==> src/rtl/i2c_eeprom_byte_master_core_defines.svh <==
// Assertion macros for the I2C EEPROM byte master core.
`ifndef I2C_EEPROM_BYTE_MASTER_CORE_DEFINES_SVH
`define I2C_EEPROM_BYTE_MASTER_CORE_DEFINES_SVH

`ifndef SYNTHESIS
`define I2CEBM_ASSERT(name, prop, msg) \
  name: assert property (@(posedge clk_i) disable iff (!rst_ni) prop) else $error(msg);
`define I2CEBM_ASSERT_NEVER(name, expr, msg) \
  name: assert property (@(posedge clk_i) disable iff (!rst_ni) !(expr)) else $error(msg);
`else
`define I2CEBM_ASSERT(name, prop, msg)
`define I2CEBM_ASSERT_NEVER(name, expr, msg)
`endif

`endif

==> src/rtl/i2cebm_pkg.sv <==
// Types, step codes and helpers shared by the I2C EEPROM byte master.
package i2cebm_pkg;

  localparam int unsigned StepW   = 4;
  localparam int unsigned CfgIdxW = 1;

  localparam logic [StepW-1:0] ST_IDLE   = 4'd0;
  localparam logic [StepW-1:0] ST_START1 = 4'd1;
  localparam logic [StepW-1:0] ST_SELW   = 4'd2;
  localparam logic [StepW-1:0] ST_ADDR   = 4'd3;
  localparam logic [StepW-1:0] ST_DATA   = 4'd4;
  localparam logic [StepW-1:0] ST_START2 = 4'd5;
  localparam logic [StepW-1:0] ST_SELR   = 4'd6;
  localparam logic [StepW-1:0] ST_READ   = 4'd7;
  localparam logic [StepW-1:0] ST_STOP   = 4'd8;

  localparam logic [1:0] OP_TICK  = 2'd0;
  localparam logic [1:0] OP_WRITE = 2'd1;
  localparam logic [1:0] OP_READ  = 2'd2;

  localparam logic [CfgIdxW-1:0] REG_DEVICE_ADDRESS = 1'd0;
  localparam logic [CfgIdxW-1:0] REG_PHASE_TICKS    = 1'd1;

  localparam logic [6:0] DEVICE_ADDRESS_RST = 7'd80;
  localparam logic [7:0] PHASE_TICKS_RST    = 8'd15;
  localparam logic [3:0] BITS_PER_BYTE      = 4'd8;

  typedef struct packed {
    logic [1:0] operation;
    logic [7:0] mem_address;
    logic [7:0] write_data;
    logic       sda_sample;
  } in_item_t;

  typedef struct packed {
    logic       scl_level;
    logic       sda_level;
    logic       sda_listen;
    logic       busy_res;
    logic       done_res;
    logic [7:0] read_byte;
  } out_item_t;

  typedef struct packed {
    logic [6:0] device_address;
    logic [7:0] phase_ticks;
  } cfg_t;

  typedef struct packed {
    logic [StepW-1:0] step;
    logic [1:0]       line_phase;
    logic [7:0]       tick_count;
    logic [3:0]       bit_index;
    logic [7:0]       shift_byte;
    logic             is_read;
    logic [7:0]       held_address;
    logic [7:0]       held_data;
  } seq_state_t;

  function automatic logic [7:0] load_byte(logic [StepW-1:0] step, logic [6:0] dev,
                                           logic [7:0] addr, logic [7:0] data);
    logic [7:0] val;
    case (step)
      ST_SELW: val = {dev, 1'b0};
      ST_SELR: val = {dev, 1'b1};
      ST_ADDR: val = addr;
      default: val = data;
    endcase
    return val;
  endfunction

endpackage

==> src/rtl/i2cebm_step.sv <==
// Combinational sequencer step: line levels and next state for one tick.
module i2cebm_step
  import i2cebm_pkg::*;
(
  input  cfg_t       cfg_i,
  input  seq_state_t state_i,
  input  in_item_t   item_i,
  output seq_state_t state_o,
  output out_item_t  res_o
);

  seq_state_t       st;
  out_item_t        res;
  logic [7:0]       pt;
  logic [8:0]       tick_inc;
  logic             is_start;
  logic             is_byte;
  logic [1:0]       last_phase;
  logic             do_enter;
  logic [StepW-1:0] nxt;

  always_comb begin
    st         = state_i;
    res        = '0;
    res.scl_level = 1'b1;
    res.sda_level = 1'b1;
    pt         = (cfg_i.phase_ticks == 8'd0) ? 8'd1 : cfg_i.phase_ticks;
    tick_inc   = {1'b0, state_i.tick_count} + 9'd1;
    is_start   = 1'b0;
    is_byte    = 1'b0;
    last_phase = 2'd2;
    do_enter   = 1'b0;
    nxt        = ST_IDLE;

    if (st.step > ST_STOP) begin
      st.step = ST_IDLE;
    end
    if (st.step == ST_IDLE &&
        (item_i.operation == OP_WRITE || item_i.operation == OP_READ)) begin
      st.is_read      = (item_i.operation == OP_READ);
      st.held_address = item_i.mem_address;
      st.held_data    = item_i.write_data;
      st.tick_count   = 8'd0;
      st.shift_byte   = 8'd0;
      st.step         = ST_START1;
      st.line_phase   = 2'd0;
      st.bit_index    = 4'd0;
    end

    if (st.step != ST_IDLE) begin
      res.busy_res = 1'b1;
      case (st.step)
        ST_START1, ST_START2: begin
          res.scl_level = (st.line_phase == 2'd1) || (st.line_phase == 2'd2);
          res.sda_level = (st.line_phase < 2'd2);
        end
        ST_STOP: begin
          res.scl_level = (st.line_phase != 2'd0);
          res.sda_level = (st.line_phase == 2'd2);
        end
        ST_READ: begin
          res.scl_level = (st.line_phase == 2'd1);
          if (st.bit_index < BITS_PER_BYTE) begin
            res.sda_listen = 1'b1;
          end else begin
            res.sda_level = 1'b0;
          end
        end
        default: begin
          res.scl_level = (st.line_phase == 2'd1);
          if (st.bit_index < BITS_PER_BYTE) begin
            res.sda_level = st.shift_byte[7];
          end else begin
            res.sda_listen = 1'b1;
          end
        end
      endcase

      tick_inc = {1'b0, st.tick_count} + 9'd1;
      if (tick_inc < {1'b0, pt}) begin
        st.tick_count = tick_inc[7:0];
      end else begin
        st.tick_count = 8'd0;
        is_start = st.step inside {ST_START1, ST_START2};
        is_byte  = st.step inside {ST_SELW, ST_ADDR, ST_DATA, ST_SELR};
        last_phase = is_start ? 2'd3 : 2'd2;

        if (st.step == ST_READ && st.bit_index < BITS_PER_BYTE && st.line_phase == 2'd1) begin
          st.shift_byte = {st.shift_byte[6:0], item_i.sda_sample};
        end
        if (is_byte && st.bit_index == BITS_PER_BYTE && st.line_phase == 2'd1) begin
          st.shift_byte = {7'd0, item_i.sda_sample};
        end

        if (st.line_phase < last_phase) begin
          st.line_phase = st.line_phase + 2'd1;
        end else begin
          st.line_phase = 2'd0;
          case (st.step)
            ST_START1: begin
              do_enter = 1'b1;
              nxt      = ST_SELW;
            end
            ST_START2: begin
              do_enter = 1'b1;
              nxt      = ST_SELR;
            end
            ST_STOP: begin
              st.step       = ST_IDLE;
              res.done_res  = 1'b1;
              res.read_byte = st.is_read ? st.shift_byte : 8'd0;
            end
            ST_READ: begin
              if (st.bit_index < BITS_PER_BYTE) begin
                st.bit_index = st.bit_index + 4'd1;
              end else begin
                do_enter = 1'b1;
                nxt      = ST_STOP;
              end
            end
            default: begin
              do_enter = 1'b1;
              if (st.bit_index < BITS_PER_BYTE) begin
                do_enter      = 1'b0;
                st.shift_byte = {st.shift_byte[6:0], 1'b0};
                st.bit_index  = st.bit_index + 4'd1;
              end else if (!st.shift_byte[0]) begin
                case (st.step)
                  ST_SELW: nxt = ST_ADDR;
                  ST_ADDR: nxt = st.is_read ? ST_START2 : ST_DATA;
                  ST_DATA: nxt = ST_STOP;
                  default: nxt = ST_READ;
                endcase
              end else begin
                case (st.step)
                  ST_SELW: nxt = ST_START1;
                  ST_SELR: nxt = ST_START2;
                  default: nxt = st.step;
                endcase
              end
            end
          endcase

          if (do_enter) begin
            st.step       = nxt;
            st.line_phase = 2'd0;
            st.bit_index  = 4'd0;
            if (nxt inside {ST_SELW, ST_SELR, ST_ADDR, ST_DATA}) begin
              st.shift_byte = load_byte(nxt, cfg_i.device_address, st.held_address,
                                        st.held_data);
            end else if (nxt == ST_READ) begin
              st.shift_byte = 8'd0;
            end
          end
        end
      end
    end

    state_o = st;
    res_o   = res;
  end

endmodule
==> config.mk <==
export PLATFORM = sky130hd
export DESIGN_NAME = i2cebm_step
export DESIGN_NICKNAME = d
export VERILOG_FILES = /design/src/rtl/i2c_eeprom_byte_master_core_defines.svh /design/src/rtl/i2cebm_pkg.sv /design/src/rtl/i2cebm_step.sv
export SDC_FILE = /design/constraint.sdc
export NUM_CORES = 1
export LEC_CHECK = 0
export BUFFER_PORTS_ARGS = -buffer_cell sky130_fd_sc_hd__buf_2
export CORE_ASPECT_RATIO = 0.8
export CORE_UTILIZATION = 40
export DETAILED_ROUTE_END_ITERATION = 7
export PLACE_DENSITY = 0.73
export REMOVE_ABC_BUFFERS = 1
export SYNTH_ARGS = -nofsm -noshare
export SYNTH_HDL_FRONTEND = slang
export SYNTH_SLANG_ARGS = --single-unit
==> constraint.sdc <==
create_clock -name vclk -period 7.1
set_input_delay 0.355 -clock vclk [all_inputs]
set_output_delay 0.355 -clock vclk [all_outputs]
set_load 0.005 [all_outputs]
==> run metrics, run 1 <==
status=completed; Rel. slew slack=24.80%; I/O pin cnt=133; Slowest-stage cell, CP=o311ai_4; Port Buffers=about 130; 1st-pass router iterations=7; post-synthesis mux area share=8.920%; dpl cells=570; sequential area share after synthesis=0%; share of cells above drive strength 1=34.35%; post-CTS setup buffers=0; CP startpoint kind=input port; area grow syn2layout=27.60%; crit path launch=state_i[40]; initial DRC count=243; Mapped Avg Cell Area=6.263 sq um; antenna violations before repair=0; Worst Path Required=6740 ps; Hold Path Sink=state_o[11]; full die area=6312 sq um; final net count=between 500 and 600; Starting Density=42.71%; vias per std cell=5.954; top-area cell type share of the netlist area=between 10 and 15%; most frequent cell after synthesis=nand2_1; largest family of logic cells by synthesized area=simple AND/OR/NAND/NOR gates; max-slew violations=0; Cell Pwr Density=91.62 nW/um^2; Data arrival, critical path=between 4000 and 5000 ps; Final period util=roughly 74%; Post-DRT Antenna Nets=0; first-pass GRT wire length=14090 um; Die Y=71.26 um; area leader, netlist=nand2_1; crit-path cells=buf_2 -> nor3_2 -> mux2i_2 -> buf_4 -> and2_1 -> ha_1 -> nand3_1 -> xor2_1 -> nor2_1 -> ha_1 -> o211ai_1 -> a21oi_1 -> nor2b_1 -> o311ai_4 -> nand3_1 -> or3_1 -> o22ai_1 -> buf_2; Seq. cell area=0 sq um; Min-Delay Path Class=in -> out; final hold vios=0; Largest stage delay, worst path=620 ps; final hold slack=997.7 ps; Crit Path Class=in -> out; final non-filler cell total=between 500 and 600; Synth warnings=0; Fin Setup TNS=0 ps; core box area=around 5600 sq um; Post-Synth Adder-Cell Area=7.303%; vias in the first global route=3038; largest net degree at the start of global routing=27; diode count=0; Synth cell types=66; hold_sp=item_i[12]; RSZ-0062 raised after global routing=false; worst vdd ir=43.32 uV; Synth Area in Compound Gates=about 34%; WL final=9039 um; Crit Path Max Fanout=26; Leakage=1.499 nW; hold buffers post-CTS=0; Post-Syn Area=2399 sq um; GRT Util Overall=27.61%; CLK BUF=0; GR Overflow Total=0; Final GP Congestion=between 0.9 and 1; HPWL after detailed placement=7141 um; Setup Viol. Count Final=0; Slew @ Worst Pin=between 1000 and 1500 ps; fmax=189.3 MHz; top post-synthesis cells by count=73 x nand2_1, 32 x nor2_1, 23 x inv_1; sequential cell count=0; max cap viols=0; xor and xnor area share after synthesis=under 10%; main area contributors after synthesis=nand2_1 11%, ha_1 7.3%, mux2_2 7.0%, nor2_1 5.0%, a21oi_1 4.6%; Final min period=around 5300 ps; Row Count=24; Mapped Cells=383; die width=88.58 um; WHS Path Cells=4; crit path capture type=output port; total number of vias=3394; cts repair resizes=0; post-DR wirelength/cell=15.86 um; # DRC=0; post-synthesis simple-gate area fraction=37.51%
[how the worst max path moves through the flow]
stage / end
after floorplan: state_o[28]
after detailed placement: state_o[40]
after global routing: state_o[39]
final: state_o[39]
after global placement: state_o[39]
after CTS: state_o[40]
[cell families after synthesis]
logic type                 Yosys count
xor gates and xnor gates             8
adders and majority gates           14
AOI/OAI and AO/OA                  114
muxes                               19
buffers and inverters               49
and+or+nand+nor                    179
[power by group]
group          total (mW)  internal, mW  switching (mW)
clock network           0             0               0
logic               0.280         0.116           0.165
registers               0             0               0
[final cells by class]
class              count  area (sq um)
inverters             23         86.33
multi-input cells    334          2196
fillers              593          2555
well taps             78         97.59
repair buffers       135         680.7
[layout by cell type, fill, tap and decap left out, types with 4 or more instances in the layout]
cell	instances
a211oi_1	5
a21oi_1	22
a22oi_1	7
a31oi_1	8
a32o_1	7
and2_1	7
buf_2	133
ha_1	14
inv_1	23
mux2_2	15
nand2_1	73
nand3_1	21
nand4_1	5
nor2_1	32
nor2b_1	6
nor3_1	4
o211ai_1	4
o21ai_0	16
o22ai_1	10
o31ai_1	7
o32ai_1	6
xnor2_1	6
[critical path: cells and delay by family]
kind | cells | cell delay, ps
AND/OR/NAND/NOR | 7 | 1870
AO/OA/AOI/OAI | 4 | 1050
buffers and inverters | 3 | 660
adder cells (fa/ha/maj) | 2 | 530
multiplexers | 1 | 240
XOR/XNOR | 1 | 200
[layer usage]
metal / GRT usage, % / vias to the layer above / wire [um]
li1: - / 1640 / -
met1: 38.40 / 1559 / 4017
met2: 45.90 / 178 / 4159
met3: 3.226 / 17 / 690
met4: 5.556 / 0 / 172
met5: 0 / - / 0
[through the flow]
| step | cell area (sq um) | power (mW) | setup WS (ps) | utilization [%] |
|---|---|---|---|---|
| 2_1_floorplan | 2272 | 0.1655 | 2105 | - |
| 3_3_place_gp | 3060 | 0.2738 | 2005 | 54.50 |
| 3_5_place_dp | 3060 | 0.2752 | 1863 | 54.50 |
| 4_1_cts | 3060 | 0.2770 | 1858 | 54.50 |
| 5_1_grt | 3060 | 0.3085 | 1484 | 54.50 |
| 6_report | 3060 | 0.2804 | 1816 | 54.50 |
Note: power is estimated with default switching activity, not from simulation.
==> run 2, diff against run 1 <==
==> constraint.sdc (replaced) <==
create_clock -name vclk -period 5.1
set_input_delay 0.255 -clock vclk [all_inputs]
set_output_delay 0.255 -clock vclk [all_outputs]
set_load 0.005 [all_outputs]
==> run metrics, run 2 (synthesis gave the netlist of run 1 again) <==
Final period util=between 90% and 100%; DP Worst Slack=490.5 ps; Final min period=approximately 4700 ps; Data arrival, critical path=4460 ps; P_int=0.1667 mW; Port Buffers=133; Worst Path Required=4850 ps; WL final=roughly 9500 um; Final Total Pwr=0.4027 mW; Clock Power Share=0%; max-slew violations=0; vias in the first global route=3172; Worst Slack Setup Final=382.7 ps; core box area=5615 sq um; Net Switching=0.2360 mW; first-pass GRT wire length=14820 um; combinational share of power=100.0%; worst vdd ir=between 60 and 70 uV; full die area=6312 sq um; Starting Density=42.71%; commonest non-fill, non-tap cell in the layout=buf_2; 1st-pass router iterations=5; fmax=212.0 MHz; Fin Setup TNS=0 ps; Slew @ Worst Pin=713.1 ps; Final GP Congestion=0.9768; Crit Path Class=in -> out; most frequent cells in the layout=133 x buf_2, 73 x nand2_1, 32 x nor2_1, 23 x inv_1, 22 x a21oi_1; Seq pwr share=0%; Row Count=24; hold buffers post-CTS=0; RSZ-0062 raised after global routing=false; share of cells above drive strength 1=35.14%; Rel. slew slack=a little over half; crit path capture type=output port; Min-Delay Path Class=in -> out; area grow syn2layout=29.47%; GRT Util Overall=29.15%; Net Sw Frac=58.60%; Setup Viol. Count Final=0; Cell Pwr Density=129.7 nW/um^2; Post-DRT Antenna Nets=0; GR Overflow Total=0; initial DRC count=between 300 and 400; max cap viols=0; Die Y=71.26 um; final net count=around 590; largest net degree at the start of global routing=27; CLK BUF=0; Seq. cell area=0 sq um; antenna violations before repair=0; Fillers=590; HPWL after detailed placement=7537 um; final non-filler cell total=576; total number of vias=3525; status=completed; # DRC=0; post-CTS setup buffers=0; dpl cells=576; final hold vios=0; I/O pin cnt=133; Leakage=1.528 nW; sequential cell count=0; die width=a little under 90 um; cts repair resizes=0; CP startpoint kind=input port; post-DR wirelength/cell=16.45 um; Crit Path Max Fanout=16; diode count=0; vias per std cell=just over 6
-- run 2: changes by cell type in the layout (fill, tap and decap cells not counted), sizes merged --
| cell | delta |
|---|---|
| buf | +6 |
-- run 2: layer usage --
| metal | vias to the layer above | global-route usage, % | share of wire (%) |
|---|---|---|---|
| li1 | 1655 | - | - |
| met1 | 1628 | 41.07 | 43 |
| met2 | 226 | 49.23 | 46 |
| met3 | 16 | 2.304 | 10 |
| met4 | 0 | 4.659 | 1.3 |
| met5 | - | 0 | 0 |
-- run 2: worst paths after layout --
kind	end	start	depth (start not counted)	slack [ps]
max	state_o[40]	state_i[40]	18	380
min	state_o[11]	item_i[12]	4	800
-- run 2: power by group through the flow --
stage	Sequential [mW]	Clock, mW	Combinational, mW
after floorplan	0	0	0.230
after global placement	0	0	0.390
after detailed placement	0	0	0.393
after CTS	0	0	0.396
after global routing	0	0	0.438
final	0	0	0.403
-- run 2: stage by stage --
step	hold WS (ps)	util [%]	area, sq um
detailed placement	800.7	55.30	3105
CTS	801.7	55.30	3105
floorplan	570.4	-	2272
finish	799.4	55.30	3105
global placement	796.3	55.30	3105
global route	832.6	55.30	3105
-- run 2: critical path, stage by stage --
cell,delay (ps)
buf_2,200
nor3_2,430
mux2i_2,370
buf_4,210
and2_1,140
ha_1,220
nand3_1,130
xor2_1,190
nor2_1,60
ha_1,290
o211ai_1,90
a21oi_1,130
nor2b_1,80
o311ai_4,360
nand3_1,420
or3_1,500
o32ai_1,200
buf_2,180
-- run 2: cell type report --
cell class,count,area [sq um],share of cell area [%]
tap,78,97.59,3.143
multi-input combinational,334,2196,70.71
timing repair buffer,141,725.7,23.37
inverter,23,86.33,2.780
==> run 3, diff against run 2 <==
--- a/config.mk
+++ b/config.mk
@@ -5,11 +5,13 @@
 export SDC_FILE = /design/constraint.sdc
 export NUM_CORES = 1
 export LEC_CHECK = 0
-export BUFFER_PORTS_ARGS = -buffer_cell sky130_fd_sc_hd__buf_2
+export ABC_AREA = 1
+export BUFFER_PORTS_ARGS = -buffer_cell sky130_fd_sc_hd__buf_4
 export CORE_ASPECT_RATIO = 0.8
 export CORE_UTILIZATION = 40
 export DETAILED_ROUTE_END_ITERATION = 7
-export PLACE_DENSITY = 0.73
+export GPL_ROUTABILITY_DRIVEN = 0
+export PLACE_DENSITY = 0.74
 export REMOVE_ABC_BUFFERS = 1
 export SYNTH_ARGS = -nofsm -noshare
 export SYNTH_HDL_FRONTEND = slang
==> run metrics, run 3 <==
Setup Viol. Count Final=0; Mapped Cells=around 470; WHS Path Cells=4; Final min period=3966 ps; vias in the first global route=3030; Synth cell types=37; Crit Path Max Fanout=9; WL final=between 8000 and 9000 um; Worst Path Required=4850 ps; top-area cell type share of the netlist area=between 20% and 30%; GR Overflow Total=0; main area contributors after synthesis=nand2_1 27%, nand3_1 12%, inv_1 11%, o21ai_0 8.0%, ha_1 7.5%; Hold Path Sink=state_o[27]; post-CTS setup buffers=0; CLK BUF=0; HPWL after detailed placement=between 7000 and 8000 um; Leakage=2.014 nW; xor and xnor area share after synthesis=approximately 1.9%; share of cells above drive strength 1=~30%; antenna violations before repair=0; commonest non-fill, non-tap cell in the layout=nand2_1; Fin Setup TNS=0 ps; final net count=688; cts repair resizes=0; Slew @ Worst Pin=between 800 and 900 ps; Row Count=24; initial DRC count=between 150 and 200; hold_sp=state_i[27]; total number of vias=3422; sequential cell count=0; max cap viols=0; Die Y=70.17 um; # DRC=0; Port Buffers=133; I/O pin cnt=133; Mapped Avg Cell Area=4.923 sq um; Final Total Pwr=around 0.45 mW; most frequent cell after synthesis=nand2_1; Seq. cell area=0 sq um; worst vdd ir=~58 uV; Crit Path Class=in -> out; RSZ-0062 raised after global routing=false; area leader, netlist=nand2_1; 1st-pass router iterations=4; post-synthesis mux area share=0.9693%; post-synthesis simple-gate area fraction=a little under three fifths; post-DR wirelength/cell=about 13 um; die width=87.21 um; Synth warnings=0; largest family of logic cells by synthesized area=simple AND/OR/NAND/NOR gates; area grow syn2layout=45.45%; vias per std cell=5.085; Post-Synth Adder-Cell Area=7.539%; Starting Density=42.05%; largest net degree at the start of global routing=28; Min-Delay Path Class=in -> out; Synth Area in Compound Gates=18.15%; first-pass GRT wire length=13950 um; Rel. slew slack=41.15%; fmax=252.1 MHz; top post-synthesis cells by count=166 x nand2_1, 65 x inv_1, 55 x nand3_1; Post-Syn Area=2323 sq um; Data arrival, critical path=between 3000 and 4000 ps; Cell Pwr Density=approximately 130 nW/um^2; status=completed; CP startpoint kind=input port; final non-filler cell total=673; diode count=0; crit path capture type=output port; core box area=5525 sq um; Post-DRT Antenna Nets=0; sequential area share after synthesis=0%; Final period util=around 80%; GRT Util Overall=27.74%; full die area=6120 sq um; dpl cells=about 670; hold buffers post-CTS=0; max-slew violations=0; most frequent cells in the layout=166 x nand2_1, 135 x buf_4, 65 x inv_1, 55 x nand3_1, 37 x o21ai_0; final hold vios=0
run 3: worst max-delay path, stage by stage:
cell and delay (ps):
buf_4 130, nor2_2 270, inv_2 140, nand3_4 130, nor2_4 70, nor2_1 230
inv_1 110, nor3_1 230, nand2_1 110, nor2_1 210, nand3_1 120, xor2_1 180
ha_1 300, nand2_1 50, nor2_1 140, nand3_1 100, nand2_2 200, nand3_1 130
nor2_1 270, nand2_1 100, o21ai_0 90, buf_4 140
run 3: power by group:
part / leakage, nW / switching, mW / total (mW) / internal, mW
Combinational: 2.01 / 0.255 / 0.449 / 0.195
Sequential: 0 / 0 / 0 / 0
Clock: 0 / 0 / 0 / 0
Total: 2.01 / 0.255 / 0.449 / 0.195
run 3: area by class of cell:
class / count / area, sq um
inverters: 76 / 285.3
repair buffers: 135 / 1013
fillers: 588 / 2146
multi-input cells: 384 / 1983
well taps: 78 / 97.59
run 3: kinds of logic after synthesis:
logic type,Yosys count
AO/OA/AOI/OAI,72
XOR/XNOR,5
multiplexers,2
AND/OR/NAND/NOR,291
adder cells (fa/ha/maj),14
buffers and inverters,88
run 3: per-layer routing:
metal	wire length, um	vias up	track usage (%)	part of all wire, %
met4	45	0	1.639	0.52
met1	4301	1512	41.90	50
met3	625	6	1.537	7.3
li1	-	1770	-	-
met2	3632	134	44.88	42
met5	0	-	0	0
run 3: per-stage QoR:
step	area [sq um]	worst slack, ps	utilization [%]	hold slack (ps)
after global routing	3379	743.5	61.16	811.8
after CTS	3379	1158	61.16	788.0
after detailed placement	3379	1168	61.16	784.4
final	3379	1134	61.16	783.3
after floorplan	2268	1692	-	607.3
after global placement	3379	1249	61.16	783.4
run 3: worst max-delay path by stage:
stage                start          end  slack (ps)  depth (start not counted)
2_1_floorplan   item_i[17]  state_o[19]        1690                         22
3_3_place_gp   state_i[42]     res_o[0]        1250                         22
3_5_place_dp    item_i[17]  state_o[20]        1170                         26
4_1_cts         item_i[17]  state_o[20]        1160                         26
5_1_grt         item_i[17]  state_o[20]         740                         22
6_report       state_i[42]  state_o[40]        1130                         22
